--- config.mk ---
export PLATFORM = sky130hd
export DESIGN_NAME = base64_encoder_unit_flat
export DESIGN_NICKNAME = d
export VERILOG_FILES = /design/src/rtl/b64_pkg.sv /design/src/rtl/b64_req_if.sv /design/src/rtl/b64_rsp_if.sv /design/src/rtl/base64_encoder_unit.sv /design/src/rtl/b64_front.sv /design/src/rtl/b64_queue.sv /design/src/rtl/b64_back.sv /design/src/flat_wrapper.sv
export SDC_FILE = /design/constraint.sdc
export NUM_CORES = 1
export LEC_CHECK = 0
export CAP_MARGIN = 20
export CORE_UTILIZATION = 65
export CTS_BUF_LIST = sky130_fd_sc_hd__clkbuf_4 sky130_fd_sc_hd__clkbuf_8 sky130_fd_sc_hd__clkbuf_16
export DETAILED_ROUTE_END_ITERATION = 8
export DONT_BUFFER_PORTS = 1
export PLACE_DENSITY = 0.86
export SLEW_MARGIN = 15
export SYNTH_ARGS = -nofsm -noshare
export SYNTH_HDL_FRONTEND = slang
export SYNTH_HIERARCHICAL = 1
export SYNTH_SLANG_ARGS = --single-unit
--- constraint.sdc ---
create_clock -name clock -period 2.7 [get_ports clock]
set_input_delay 0.27 -clock clock [delete_from_list [all_inputs] [get_ports clock]]
set_output_delay 0.27 -clock clock [all_outputs]
set_load 0.005 [all_outputs]
--- src/rtl/b64_pkg.sv ---
package b64_pkg;

   localparam int QDEPTH = 2;
   localparam int PTR_W = (QDEPTH > 1) ? $clog2(QDEPTH) : 1;
   localparam int CNT_W = $clog2(QDEPTH + 1);

   localparam logic [6:0] PAD_CHAR = 7'h3D;

   localparam logic [1:0] PHASE_START = 2'd0;
   localparam logic [1:0] PHASE_ONE   = 2'd1;
   localparam logic [1:0] PHASE_TWO   = 2'd2;

   // characters one input item produces, oldest in chars[0]
   typedef struct packed {
      logic [3:0][6:0] chars;
      logic [1:0]      cnt_m1;
      logic            last;
   } job_type;

   function automatic logic [6:0] sextet_char(input logic [5:0] v);
      logic [6:0] c;
      c = 7'd0;
      case (v) inside
         [6'd0:6'd25]:  c = 7'd65 + {1'b0, v};
         [6'd26:6'd51]: c = 7'd71 + {1'b0, v};
         [6'd52:6'd61]: c = {1'b0, v} - 7'd4;
         6'd62:         c = 7'h2B;
         default:       c = 7'h2F;
      endcase
      return c;
   endfunction

endpackage

--- src/rtl/b64_req_if.sv ---
interface b64_req_if;
   logic       valid;
   logic       ready;
   logic [7:0] in_byte;
   logic       in_last;

   modport source (output valid, output in_byte, output in_last, input ready);
   modport sink (input valid, input in_byte, input in_last, output ready);
endinterface

--- src/rtl/b64_rsp_if.sv ---
interface b64_rsp_if;
   logic       valid;
   logic       ready;
   logic [6:0] out_char;
   logic       out_last;

   modport source (output valid, output out_char, output out_last, input ready);
   modport sink (input valid, input out_char, input out_last, output ready);
endinterface

--- src/rtl/base64_encoder_unit.sv ---
// channel    dir  payload                      handshake
// req_chan   in   in_byte[7:0], in_last        valid / ready
// rsp_chan   out  out_char[6:0], out_last      valid / ready
//
// one item in per cycle while the job queue has room; one character out per cycle
// while rsp_chan.ready holds; an item yields 1 to 4 characters, so the sustained
// rate is set by the output register: 3 items inside a message yield 4 characters
// first character passes the queue, then the output register, before it is offered
// synchronous reset clears group state, queue and output valid
// a stalled output backs up the two-entry queue, then drops req_chan.ready
module base64_encoder_unit (
   input  logic      clock,
   input  logic      reset,
   b64_req_if.sink   req_chan,
   b64_rsp_if.source rsp_chan
);

   logic             push, q_full, pop, head_valid;
   b64_pkg::job_type push_job, head_job;

   b64_front u_front (
      .clock    (clock),
      .reset    (reset),
      .req_chan (req_chan),
      .q_full   (q_full),
      .push     (push),
      .job      (push_job)
   );

   b64_queue u_queue (
      .clock      (clock),
      .reset      (reset),
      .push       (push),
      .push_job   (push_job),
      .full       (q_full),
      .pop        (pop),
      .head_valid (head_valid),
      .head_job   (head_job)
   );

   b64_back u_back (
      .clock      (clock),
      .reset      (reset),
      .head_valid (head_valid),
      .head_job   (head_job),
      .pop        (pop),
      .rsp_chan   (rsp_chan)
   );

endmodule

--- src/rtl/b64_front.sv ---
module b64_front (
   input  logic             clock,
   input  logic             reset,
   b64_req_if.sink          req_chan,
   input  logic             q_full,
   output logic             push,
   output b64_pkg::job_type job
);

   logic [3:0] res_ff, res_in, res_next;
   logic [1:0] phase_ff, phase_in, phase_next;
   logic [7:0] b;

   assign req_chan.ready = !q_full;
   assign push = req_chan.valid && !q_full;
   assign b = req_chan.in_byte;

   always_comb begin
      job.chars = {4{b64_pkg::PAD_CHAR}};
      job.cnt_m1 = 2'd0;
      job.last = req_chan.in_last;
      res_next = 4'd0;
      phase_next = b64_pkg::PHASE_START;
      case (phase_ff)
         b64_pkg::PHASE_ONE: begin
            job.chars[0] = b64_pkg::sextet_char({res_ff[1:0], b[7:4]});
            res_next = b[3:0];
            phase_next = b64_pkg::PHASE_TWO;
         end
         b64_pkg::PHASE_TWO: begin
            job.chars[0] = b64_pkg::sextet_char({res_ff, b[7:6]});
            job.chars[1] = b64_pkg::sextet_char(b[5:0]);
            job.cnt_m1 = 2'd1;
            res_next = 4'd0;
            phase_next = b64_pkg::PHASE_START;
         end
         default: begin
            job.chars[0] = b64_pkg::sextet_char(b[7:2]);
            res_next = {2'b00, b[1:0]};
            phase_next = b64_pkg::PHASE_ONE;
         end
      endcase
      if (req_chan.in_last) begin
         case (phase_next)
            b64_pkg::PHASE_ONE: begin
               job.chars[1] = b64_pkg::sextet_char({res_next[1:0], 4'b0000});
               job.cnt_m1 = 2'd3;
            end
            b64_pkg::PHASE_TWO: begin
               job.chars[1] = b64_pkg::sextet_char({res_next, 2'b00});
               job.cnt_m1 = 2'd2;
            end
            default: begin
            end
         endcase
         res_next = 4'd0;
         phase_next = b64_pkg::PHASE_START;
      end
   end

   assign res_in = push ? res_next : res_ff;
   assign phase_in = push ? phase_next : phase_ff;

   always_ff @(posedge clock) begin
      if (reset) begin
         res_ff <= 4'd0;
         phase_ff <= b64_pkg::PHASE_START;
      end else begin
         res_ff <= res_in;
         phase_ff <= phase_in;
      end
   end

endmodule

--- src/rtl/b64_queue.sv ---
module b64_queue (
   input  logic             clock,
   input  logic             reset,
   input  logic             push,
   input  b64_pkg::job_type push_job,
   output logic             full,
   input  logic             pop,
   output logic             head_valid,
   output b64_pkg::job_type head_job
);

   b64_pkg::job_type entry_ff [b64_pkg::QDEPTH];
   logic [b64_pkg::PTR_W-1:0] wr_ptr_ff, wr_ptr_in, rd_ptr_ff, rd_ptr_in;
   logic [b64_pkg::CNT_W-1:0] cnt_ff, cnt_in;
   logic do_push, do_pop;

   localparam logic [b64_pkg::PTR_W-1:0] LAST_PTR = b64_pkg::PTR_W'(b64_pkg::QDEPTH - 1);
   localparam logic [b64_pkg::CNT_W-1:0] FULL_CNT = b64_pkg::CNT_W'(b64_pkg::QDEPTH);

   assign full = (cnt_ff == FULL_CNT);
   assign head_valid = (cnt_ff != '0);
   assign head_job = entry_ff[rd_ptr_ff];
   assign do_push = push && !full;
   assign do_pop = pop && head_valid;

   assign wr_ptr_in = !do_push ? wr_ptr_ff :
                      (wr_ptr_ff == LAST_PTR) ? '0 : wr_ptr_ff + 1'b1;
   assign rd_ptr_in = !do_pop ? rd_ptr_ff :
                      (rd_ptr_ff == LAST_PTR) ? '0 : rd_ptr_ff + 1'b1;

   always_comb begin
      cnt_in = cnt_ff;
      if (do_push && !do_pop) begin
         cnt_in = cnt_ff + 1'b1;
      end else if (do_pop && !do_push) begin
         cnt_in = cnt_ff - 1'b1;
      end
   end

   always_ff @(posedge clock) begin
      if (reset) begin
         wr_ptr_ff <= '0;
         rd_ptr_ff <= '0;
         cnt_ff <= '0;
      end else begin
         wr_ptr_ff <= wr_ptr_in;
         rd_ptr_ff <= rd_ptr_in;
         cnt_ff <= cnt_in;
      end
   end

   always_ff @(posedge clock) begin
      if (do_push) begin
         entry_ff[wr_ptr_ff] <= push_job;
      end
   end

endmodule

--- src/rtl/b64_back.sv ---
module b64_back (
   input  logic             clock,
   input  logic             reset,
   input  logic             head_valid,
   input  b64_pkg::job_type head_job,
   output logic             pop,
   b64_rsp_if.source        rsp_chan
);

   logic [1:0] idx_ff, idx_in;
   logic       valid_ff, valid_in;
   logic [6:0] char_ff, char_in;
   logic       last_ff, last_in;
   logic       load, job_end;

   assign load = head_valid && (!valid_ff || rsp_chan.ready);
   assign job_end = (idx_ff == head_job.cnt_m1);
   assign pop = load && job_end;

   assign idx_in = pop ? 2'd0 : (load ? idx_ff + 2'd1 : idx_ff);
   assign valid_in = load ? 1'b1 : (rsp_chan.ready ? 1'b0 : valid_ff);
   assign char_in = load ? head_job.chars[idx_ff] : char_ff;
   assign last_in = load ? (head_job.last && job_end) : last_ff;

   always_ff @(posedge clock) begin
      if (reset) begin
         idx_ff <= 2'd0;
         valid_ff <= 1'b0;
      end else begin
         idx_ff <= idx_in;
         valid_ff <= valid_in;
      end
   end

   always_ff @(posedge clock) begin
      char_ff <= char_in;
      last_ff <= last_in;
   end

   assign rsp_chan.valid = valid_ff;
   assign rsp_chan.out_char = char_ff;
   assign rsp_chan.out_last = last_ff;

endmodule
--- src/flat_wrapper.sv ---
// flat-port wrapper written by rule: the top's interface ports become plain ports
module base64_encoder_unit_flat 
  (clock, reset, req_chan_valid, req_chan_in_byte, req_chan_in_last, req_chan_ready, rsp_chan_valid, rsp_chan_out_char, rsp_chan_out_last, rsp_chan_ready);
  b64_req_if req_chan_i ();
  b64_rsp_if rsp_chan_i ();
  input  logic clock;
  input  logic reset;
  input wire logic [$bits(req_chan_i.valid)-1:0] req_chan_valid;
  input wire logic [$bits(req_chan_i.in_byte)-1:0] req_chan_in_byte;
  input wire logic [$bits(req_chan_i.in_last)-1:0] req_chan_in_last;
  output wire logic [$bits(req_chan_i.ready)-1:0] req_chan_ready;
  output wire logic [$bits(rsp_chan_i.valid)-1:0] rsp_chan_valid;
  output wire logic [$bits(rsp_chan_i.out_char)-1:0] rsp_chan_out_char;
  output wire logic [$bits(rsp_chan_i.out_last)-1:0] rsp_chan_out_last;
  input wire logic [$bits(rsp_chan_i.ready)-1:0] rsp_chan_ready;
  assign req_chan_i.valid = req_chan_valid;
  assign req_chan_i.in_byte = req_chan_in_byte;
  assign req_chan_i.in_last = req_chan_in_last;
  assign req_chan_ready = req_chan_i.ready;
  assign rsp_chan_valid = rsp_chan_i.valid;
  assign rsp_chan_out_char = rsp_chan_i.out_char;
  assign rsp_chan_out_last = rsp_chan_i.out_last;
  assign rsp_chan_i.ready = rsp_chan_ready;
  base64_encoder_unit u_core (.clock(clock), .reset(reset), .req_chan(req_chan_i), .rsp_chan(rsp_chan_i));
endmodule
==> key figures, run 1 <==
Run status
  • Status: completed

Drt
  • Max layer used: met4
  • Post-Route WL: 14,100 um
  • Routed wl met3: around 1400 um
  • Residual DRC: 0
  • Router iterations before antenna repair: 5
  • Wl on met1: 5840 um
  • Routed Antenna Nets: 0
  • DR WL/cell: around 22 um
  • Met2 WL: 6560 um
  • DR vias: 4,475
  • Detailed-route vias per instance: 6.94
  • Initial drt markers: roughly 490

Die
  • Die Y: 96.1 um
  • Die ar.: 9240 um^2
  • Initial Util: 68.7%
  • Die outline width: 96.1 um
  • Rows: 33
  • Core area: 8380 um^2
  • I/O Pins: 23

STA
  • Fmax: 394 MHz
  • Slew HR: 60.8%
  • Part of the cycle the worst path needs: 94.0%
  • Setup-failing EPs final: 0
  • Hold slack: roughly 55 ps
  • Unrepaired setup endpoints after global routing: no
  • Setup TNS: 0 ps
  • Final hold viol count: 0
  • Tmin final: 2540 ps
  • Worst Skew: 6.00 ps
  • Slew @ Worst Pin: 588 ps
  • Slew Viols, Final: 0

Clocking
  • Postcts setup bufs: 0
  • CTS tree: yes
  • Clock slew at reported path FFs: about 80 ps
  • Clock sinks: 84
  • Worst-skew pair later-pin latency: 360 ps
  • CTS Buf Count: 9
  • Clock root buffer: clkbuf_8
  • Worst-case clock buffer depth: 2
  • CTS H-tree lvls: 3

Worst setup path
  • CP Data Required Time: 2850 ps
  • Worst path bufs/invs: 1
  • Crit path launch type: flip-flop
  • Reg-to-reg setup timing slack: 160 ps
  • Worst path slowest cell: dfxtp_1
  • Crit end category: flip-flop
  • Worst flop-to-flop path startpoint: u_core/u_front/res_ff[1]
  • Crit-path cells: inv_1 > ha_1 > a21oi_1 > nand2_1 > a21oi_4 > mux2i_1 > o211ai_1 > a31oi_1
  • Crit path max fanout: 8
  • Critical Path AT: about 2700 ps
  • End of the worst register-to-register path: u_core/u_queue/entry_ff[1][5]
  • Cell family with most CP delay: compound AO/OA/AOI/OAI gates
  • Worst path max stage delay: approximately 510 ps
  • Crit Path Class: flip-flop to flip-flop
  • Reg2Reg Depth: 8

Cells and area
  • Area of the multi-input gates: 3000 um^2
  • Area grow syn2layout: 3.98%
  • Sequential Area: between 2000 and 2500 um^2
  • Finished Layout Cells: 645
  • Filler cells: 604
  • # diodes: 0
  • Ratio of cells with drive above 1 in the final layout: 18.1%
  • Final #Nets: 576
  • Cell area after layout: between 5000 and 6000 um^2

Hold path
  • Hold path depth: 1
  • Worst Hold Endpoint: u_core/u_back/idx_ff[1]
  • Worst Hold Launch: reset
  • Hold crit path type: primary input to flip-flop

Synth
  • Synth Instances: 539
  • FFs w/ async S/R, synth: 0%
  • Synth Flop Type: edfxtp_1
  • Synth Register Bits: 84
  • Post-synthesis sequential area ratio: 41.4%
  • Netlist cell types: 83
  • Synth warn: 6
  • Number of synthesized flops with an enable pin: 70
  • Syn avg cell area: 10.7 um^2
  • Syn Std Cell Area: 5760 um^2

Placement
  • IO Port Bufs: 0
  • Placed cells: 627
  • HPWL Detailed: 10,100 um
  • Post-DP Area: 5760 um^2
  • GPL Wtd Cong: a little under 1

Pwr
  • PD cells: between 600 and 700 nW/um^2
  • Total power: 4.19 mW
  • Max IR drop VDD: 0.000401 V
  • Leakage Power: ~2.0 nW

GRT
  • First-pass GRT wire length: 22,300 um
  • Number of global-route vias before repair: 4,288
  • Gr usage total: 32.7%
  • Congestion Overflow GR: 0
  • Initial antenna violation count: 0
  • Pin count of the biggest net entering global routing: 32

Flow run
  • Max Cap Violations: 0
[flip-flops by register name (all words and copies together) (netlist names), 2 cells and up, named ones only]
register,flops
u_core/u_queue/entry_ff,62
u_core/u_front/res_ff,4
u_core/u_back/idx_ff,2
u_core/u_back/rsp_chan.out_char,7
u_core/u_queue/cnt_ff,2
u_core/u_front/phase_ff,2
[cell usage after synthesis, drive strengths merged, types with 3 or more instances]
| library cell | n | area [um^2] |
|---|---|---|
| a211oi | 9 | 67.6 |
| a21o | 3 | 22.5 |
| a21oi | 29 | 149 |
| a221o | 4 | 40.0 |
| a221oi | 8 | 135 |
| a22oi | 4 | 30.0 |
| a31oi | 11 | 68.8 |
| and2 | 3 | 18.8 |
| buf | 38 | 277 |
| clkbuf | 7 | 26.3 |
| dfxtp | 14 | 280 |
| edfxtp | 70 | 2100 |
| ha | 28 | 350 |
| inv | 30 | 118 |
| mux2 | 32 | 360 |
| mux2i | 4 | 40.0 |
| mux4 | 7 | 165 |
| nand2 | 33 | 129 |
| nand2b | 6 | 37.5 |
| nand3 | 19 | 100 |
| nand4 | 4 | 25.0 |
| nor2 | 28 | 115 |
| nor2b | 5 | 33.8 |
| nor3 | 14 | 80.1 |
| nor3b | 4 | 35.0 |
| nor4 | 3 | 18.8 |
| o2111ai | 5 | 43.8 |
| o211ai | 8 | 65.1 |
| o21ai | 30 | 154 |
| o221ai | 5 | 50.0 |
| o31a | 3 | 26.3 |
| or3 | 10 | 67.6 |
| xnor2 | 15 | 131 |
| xor2 | 7 | 61.3 |
[how the worst max path moves through the flow]
stage,from,endpoint,slack [ps],cells after the start
3_3_place_gp,req_chan_in_byte[6],u_core/u_queue/entry_ff[0][5],220,8
5_1_grt,u_core/u_front/res_ff[1],u_core/u_queue/entry_ff[1][6],1,7
3_5_place_dp,u_core/u_front/res_ff[1],u_core/u_queue/entry_ff[0][5],220,8
4_1_cts,u_core/u_front/res_ff[1],u_core/u_queue/entry_ff[1][5],190,8
2_1_floorplan,flip-flop,u_core/u_queue/cnt_ff[1],450,8
6_report,u_core/u_front/res_ff[1],u_core/u_queue/entry_ff[1][5],160,8
[timing repair]
action,CTS,global route
resized for setup,0,1
setup endpoints to repair,0,2
hold buffers,2,0
endpoints found under the hold margin,14,0
[power breakdown]
part           switching, mW  total, mW  internal, mW  leakage, nW
sequential             0.119       1.95          1.83        0.759
combinational          0.775       1.36         0.586         1.19
clock                  0.441      0.879         0.438       0.0977
[through the flow]
| stage | utilization, % | setup WS [ps] |
|---|---|---|
| after detailed placement | 68.8 | 223 |
| after CTS | 71.3 | 189 |
| after global placement | 68.8 | 222 |
| after floorplan | - | 447 |
| final | 71.4 | 163 |
| after global routing | 71.4 | 1.22 |
[worst register-to-register path: stages (launching register included)]
cell	delay, ps
dfxtp_1	510
inv_1	190
ha_1	270
a21oi_1	200
nand2_1	140
a21oi_4	290
mux2i_1	230
o211ai_1	170
a31oi_1	340
[layer usage]
layer / vias to the layer above / GRT usage [%]
met3: 34 / 8.77
met5: - / 0
met1: 2164 / 43.3
li1: 2015 / -
met2: 262 / 52.2
met4: 0 / 10.1
[logic make-up after synthesis]
| group | Yosys count | synth area share [%] |
|---|---|---|
| buffers and inverters | 76 | 7.37 |
| AOI/OAI and AO/OA | 145 | 18.9 |
| adders and majority gates | 28 | 6.08 |
| xor gates and xnor gates | 22 | 3.35 |
| DFF | 84 | 41.4 |
| other | 2 | 0.130 |
| and+or+nand+nor | 139 | 13.0 |
| muxes | 43 | 9.82 |
[layout make-up]
class                           count  area share (%)
Tap cell                          105            2.19
Timing Repair Buffer               18            2.55
Sequential cell                    84            39.8
Inverter                           31            2.03
Clock inverter                      6            1.07
Clock buffer                       10            2.19
Multi-Input combinational cell    391            50.2
[layout by cell type, fill, tap and decap left out, types with 3 or more instances in the layout]
cell       netlist  final
dfxtp_1         14     14
xnor2_1         15     15
o31a_1           3      3
nand2b_1         6      6
a211oi_1         9      9
a21o_1           3      3
nor2_2           4      4
nand4_1          4      4
conb_1           2     14
o211ai_1         7      7
o2111ai_1        5      5
o221ai_1         4      4
nor4_1           3      3
o21ai_1          5      5
edfxtp_1        70     70
nor3_1          12     12
nor2b_1          4      4
or3_1            9      9
nand3_1         18     18
ha_1            28     28
nand2_1         31     31
a221oi_1         3      3
a221oi_4         3      3
a22oi_1          4      4
buf_4           22     15
a21oi_1         28     28
a31oi_1         11     11
a221o_1          4      4
mux4_2           5      5
mux2i_1          4      4
mux2_2          31     31
nor2_1          24     24
o21ai_0         24     24
nor3b_1          3      3
xor2_1           7      7
inv_1           27     27
clkbuf_8         0      9
(Power assumes the default switching activity.)
==> run 2, diff against run 1 <==
- MAX_ROUTING_LAYER: not set -> met4
- PLACE_DENSITY: 0.86 -> not set
- PLACE_DENSITY_LB_ADDON: not set -> 0.25
==> run 2 against run 1 <==
  * Die area unchanged
  * Register-to-register slack better by 100 ps
  * Final cell count rose by 0.78%
  * Combinational power is 4% higher
  * Routed wire length rose by 6.3%
  * Non-clock buffer count rose by 5
  * Largest cell class unchanged
==> key figures, run 2 (synthesized netlist as in run 1, its figures left out) <==
Clocking
  • CTS Buf Count: 9
  • Worst-skew pair later-pin latency: approximately 350 ps
  • CTS H-tree lvls: 3
  • Clock root buffer: clkbuf_8
  • Worst-case clock buffer depth: 2
  • Clock sinks: 84
  • Clock slew at reported path FFs: 90 ps
  • CTS tree: yes

Worst setup path
  • Reg-to-reg setup timing slack: roughly 260 ps
  • Cell family with most CP delay: simple AND/OR/NAND/NOR gates
  • Worst path max stage delay: about 430 ps
  • Reg2Reg Depth: 7
  • Crit Path Class: flip-flop to flip-flop
  • CP Capture Point: u_core/u_queue/cnt_ff[1]
  • Worst path bufs/invs: 0
  • Crit-path cells: mux2_2 > xor2_1 > nor3b_1 > o21ai_0 > ha_1 > or3_1 > a21oi_1
  • Crit path max fanout: 4
  • Critical Path AT: 2720 ps
  • Worst path slowest cell: dfxtp_1
  • CP Data Required Time: 2980 ps
  • Crit path launch type: flip-flop
  • Crit end category: flip-flop
  • Critical Path Stages: 7
  • End of the worst register-to-register path: u_core/u_queue/cnt_ff[1]

Cells and area
  • Area grow syn2layout: 4.87%
  • Most frequent cells in the layout: 70 x edfxtp_1, 31 x nand2_1, 31 x mux2_2
  • Ratio of cells with drive above 1 in the final layout: between 10% and 20%
  • Final #Nets: 581
  • # diodes: 0
  • Commonest non-fill, non-tap cell in the layout: edfxtp_1
  • Largest Register: u_core/u_queue/entry_ff
  • Filler cells: 588
  • Max reg flops: 62

Pwr
  • PD cells: 714 nW/um^2
  • Max IR drop VDD: 0.000399 V
  • Leakage Power: 2.08 nW

Die
  • Die Y: 96.1 um
  • Rows: 33
  • Initial Util: 68.7%
  • Die outline width: 96.1 um
  • Die ar.: 9240 um^2
  • I/O Pins: 23
  • Core area: 8380 um^2

GRT
  • Number of global-route vias before repair: 4,319
  • Initial antenna violation count: 0
  • First-pass GRT wire length: 23,100 um
  • Pin count of the biggest net entering global routing: 32
  • Congestion Overflow GR: 0
  • Gr usage total: 35.1%

Placement
  • GPL Wtd Cong: 0.976
  • HPWL Detailed: 10,600 um
  • IO Port Bufs: 0
  • Post-Place Setup Slack: 215 ps

STA
  • Worst Skew: 9.99 ps
  • Fmax: ~410 MHz
  • Final hold viol count: 0
  • Fin worst setup slack: 264 ps
  • Setup TNS: 0 ps
  • Setup-failing EPs final: 0
  • Tmin final: around 2400 ps
  • Slew @ Worst Pin: 538 ps
  • Slew HR: roughly 64%
  • Unrepaired setup endpoints after global routing: no
  • Slew Viols, Final: 0
  • Part of the cycle the worst path needs: 90.2%

Hold path
  • Hold crit path type: primary input to flip-flop
  • Worst Hold Launch: reset

Drt
  • Post-Route WL: 15,000 um
  • Detailed-route vias per instance: approximately 7.1
  • Router iterations before antenna repair: 8
  • Initial drt markers: 538
  • Residual DRC: 0
  • DR WL/cell: about 23 um
  • DR vias: 4,591
  • Routed Antenna Nets: 0

Flow run
  • Max Cap Violations: 0

Run status
  • Status: completed
==> run 2: cell count changes in the layout (fill, tap and decap cells not counted), sizes merged <==
cell	previous run	this run
buf	16	21
inv	31	32
clkinv	4	3
==> run 2: per-layer routing <==
| layer | up-vias | track usage, % | share of wire [%] |
|---|---|---|---|
| met4 | 0 | 10.3 | 3.3 |
| met2 | 338 | 55.5 | 46 |
| met1 | 2160 | 45.1 | 39 |
| li1 | 2026 | - | - |
| met5 | - | - | 0 |
| met3 | 67 | 8.21 | 11 |
==> run 2: where the power goes <==
part	internal, mW	switching, mW
logic	0.597	0.820
registers	1.83	0.133
clock network	0.448	0.478
==> run 2: metrics by stage <==
stage                     util, %  instances  hold slack [ps]  power, mW  instance area, um^2
final                        72.0        650             68.0       4.31                 6040
after global routing         72.0        650             53.5       4.51                 6040
after CTS                    71.9        649             2.75       4.30                 6030
after detailed placement     69.4        632              344       3.37                 5810
after global placement       69.4        632              341       3.28                 5810
after floorplan                 -        551              339       2.98                 5800
==> run 2: layout make-up <==
type / instances / area, um^2 / area share, %
Tap cell: 105 / 131 / 2.18
Multi-Input combinational cell: 391 / 3000 / 49.6
Timing Repair Buffer: 23 / 203 / 3.36
Clock inverter: 6 / 71.3 / 1.18
Clock buffer: 10 / 131 / 2.18
Sequential cell: 84 / 2380 / 39.5
Inverter: 31 / 121 / 2.01
==> run 2: repair_timing <==
| action | CTS | global route |
|---|---|---|
| gates resized for setup | 0 | 1 |
| endpoints found under the setup margin | 0 | 8 |
| hold endpoints to repair | 12 | 2 |
| hold buffers | 1 | 1 |
| buffers inserted | 0 | 0 |
==> run 2: worst min path at each step <==
stage	to	slack [ps]	cells past startpoint
final	u_core/u_back/idx_ff[1]	70	1
after global placement	u_core/u_back/rsp_chan.valid	340	1
after floorplan	u_core/u_back/rsp_chan.valid	340	1
after CTS	u_core/u_queue/entry_ff[0][0]	3	0
after global routing	u_core/u_back/idx_ff[1]	50	1
after detailed placement	u_core/u_queue/cnt_ff[1]	340	1
==> run 3, diff against run 2 <==
- RECOVER_POWER: not set -> 25
==> run 3 against run 2 <==
  * Largest cell class unchanged
  * Setup slack lost 5.9 ps
  * Routed wire length grew 0.53%
  * First-iteration DRC count shrank 1.5%
  * Combinational power is essentially flat
  * Die area is the same
  * Utilization shrank 0.12 points
  * Sequential share of layout area grew 0.066 points
  * Non-clock buffer count is the same
  * Register-to-register slack is essentially flat
  * Via count grew 0.54%
==> key figures, run 3 (synthesized netlist as in run 1, its figures left out) <==
Run status
  • Status: completed

Cells and area
  • # diodes: 0
  • Util after Layout: 71.9%
  • Largest Register: u_core/u_queue/entry_ff
  • Area grow syn2layout: 4.69%
  • Finished Layout Cells: 650
  • Sequential Area: ~2400 um^2
  • Cell area after layout: 6030 um^2
  • Final #Nets: 581
  • Most frequent cells in the layout: 70 x edfxtp_1, 31 x nand2_1, 30 x mux2_2
  • Filler cells: 593
  • Max reg flops: 62
  • Commonest non-fill, non-tap cell in the layout: edfxtp_1
  • Ratio of cells with drive above 1 in the final layout: 18.5%
  • Area of the multi-input gates: between 2000 and 3000 um^2

Clocking
  • Postcts setup bufs: 0
  • Worst-case clock buffer depth: 2
  • Clock sinks: 84
  • Clock slew at reported path FFs: 90 ps
  • CTS Buf Count: 9
  • Worst-skew pair later-pin latency: 350 ps
  • Clock root buffer: clkbuf_8
  • CTS H-tree lvls: 3
  • CTS tree: yes

Drt
  • Routed Antenna Nets: 0
  • Router iterations before antenna repair: 6
  • Residual DRC: 0
  • Detailed-route vias per instance: approximately 7.1
  • Initial drt markers: 530
  • DR WL/cell: 23.2 um
  • DR vias: 4,616
  • Post-Route WL: 15,100 um

Die
  • Core area: 8380 um^2
  • Die Y: between 90 and 100 um
  • Initial Util: 68.7%
  • I/O Pins: 23
  • Die outline width: between 90 and 100 um
  • Die ar.: 9240 um^2
  • Rows: 33

Pwr
  • Clock group share of total power: 21.6%
  • Total power: 4.29 mW
  • Leakage Power: 2.07 nW
  • PD cells: 712 nW/um^2
  • P_int: around 2.9 mW
  • Total net switching power: ~1.4 mW
  • Share of power burned in registers: ~46%
  • Switching Fraction: 33.4%
  • Logic pwr share: 32.6%
  • Max IR drop VDD: between 0.0004 and 0.0005 V

Worst setup path
  • Critical Path AT: 2730 ps
  • Crit end category: flip-flop
  • Crit path max fanout: 4
  • CP Data Required Time: about 3000 ps
  • Crit Path Class: flip-flop to flip-flop
  • Crit path launch type: flip-flop

STA
  • Fmax: 410 MHz
  • Setup-failing EPs final: 0
  • Tmin final: 2440 ps
  • Slew Viols, Final: 0
  • Slew HR: around 50%
  • Final hold viol count: 0
  • Setup TNS: 0 ps
  • Worst Skew: around 8.6 ps
  • Slew @ Worst Pin: 731 ps
  • Part of the cycle the worst path needs: 90.4%
  • Hold slack: slightly below 90 ps
  • Unrepaired setup endpoints after global routing: no
  • Fin worst setup slack: 258 ps

GRT
  • Initial antenna violation count: 0
  • First-pass GRT wire length: 23,100 um
  • Pin count of the biggest net entering global routing: 32
  • Congestion Overflow GR: 0
  • Gr usage total: 35.1%
  • Number of global-route vias before repair: approximately 4,300

Hold path
  • Hold crit path type: primary input to flip-flop

Placement
  • Post-DP Area: between 5000 and 6000 um^2
  • IO Port Bufs: 0
  • HPWL Detailed: 10,600 um
  • Post-Place Setup Slack: 215 ps
  • Placed cells: around 630
  • GPL Wtd Cong: 0.976

Flow run
  • Max Cap Violations: 0
run 3: path summary, 6_finish.rpt:
path	start	end	slack (ps)	depth (start not counted)
max	flip-flop	u_core/u_queue/cnt_ff[1]	260	7
min	req_chan_in_byte[2]	u_core/u_front/res_ff[2]	90	2
max reg2reg	flip-flop	u_core/u_queue/cnt_ff[1]	260	7
min reg2reg	u_core/u_queue/wr_ptr_ff	u_core/u_queue/wr_ptr_ff	500	2
run 3: worst max-delay path: stages, from the launching register on:
cell and delay, ps:
dfxtp_1 430, mux2_1 410, xor2_1 190, nor3b_1 270, o21ai_0 210, ha_1 380
or3_1 360, a21oi_1 130
run 3: power by group through the flow:
stage / clock network [mW] / registers (mW) / logic [mW]
after floorplan: 0 / 1.95 / 1.04
after global placement: 0 / 1.96 / 1.32
after detailed placement: 0 / 1.99 / 1.38
after CTS: 0.936 / 1.97 / 1.40
after global routing: 0.982 / 2.00 / 1.50
final: 0.927 / 1.96 / 1.40
run 3: metal layers:
layer | part of all wire [%] | vias up | track usage (%)
met1 | 39 | 2164 | 45.1
li1 | - | 2019 | -
met5 | 0 | - | -
met4 | 3.2 | 0 | 10.3
met3 | 11 | 58 | 8.21
met2 | 47 | 375 | 55.5
run 3: repair_timing:
item | in CTS | in global routing
endpoints found under the setup margin | 0 | 8
endpoints found under the hold margin | 12 | 2
gates resized for setup | 0 | 1
hold buffers | 1 | 1
run 3: cell type report:
cell class	instances	area share, %
inverter	31	2.01
tap	105	2.18
timing repair buffer	23	3.24
clock buffer	10	2.18
sequential	84	39.5
multi-input combinational	391	49.7
clock inverter	6	1.18
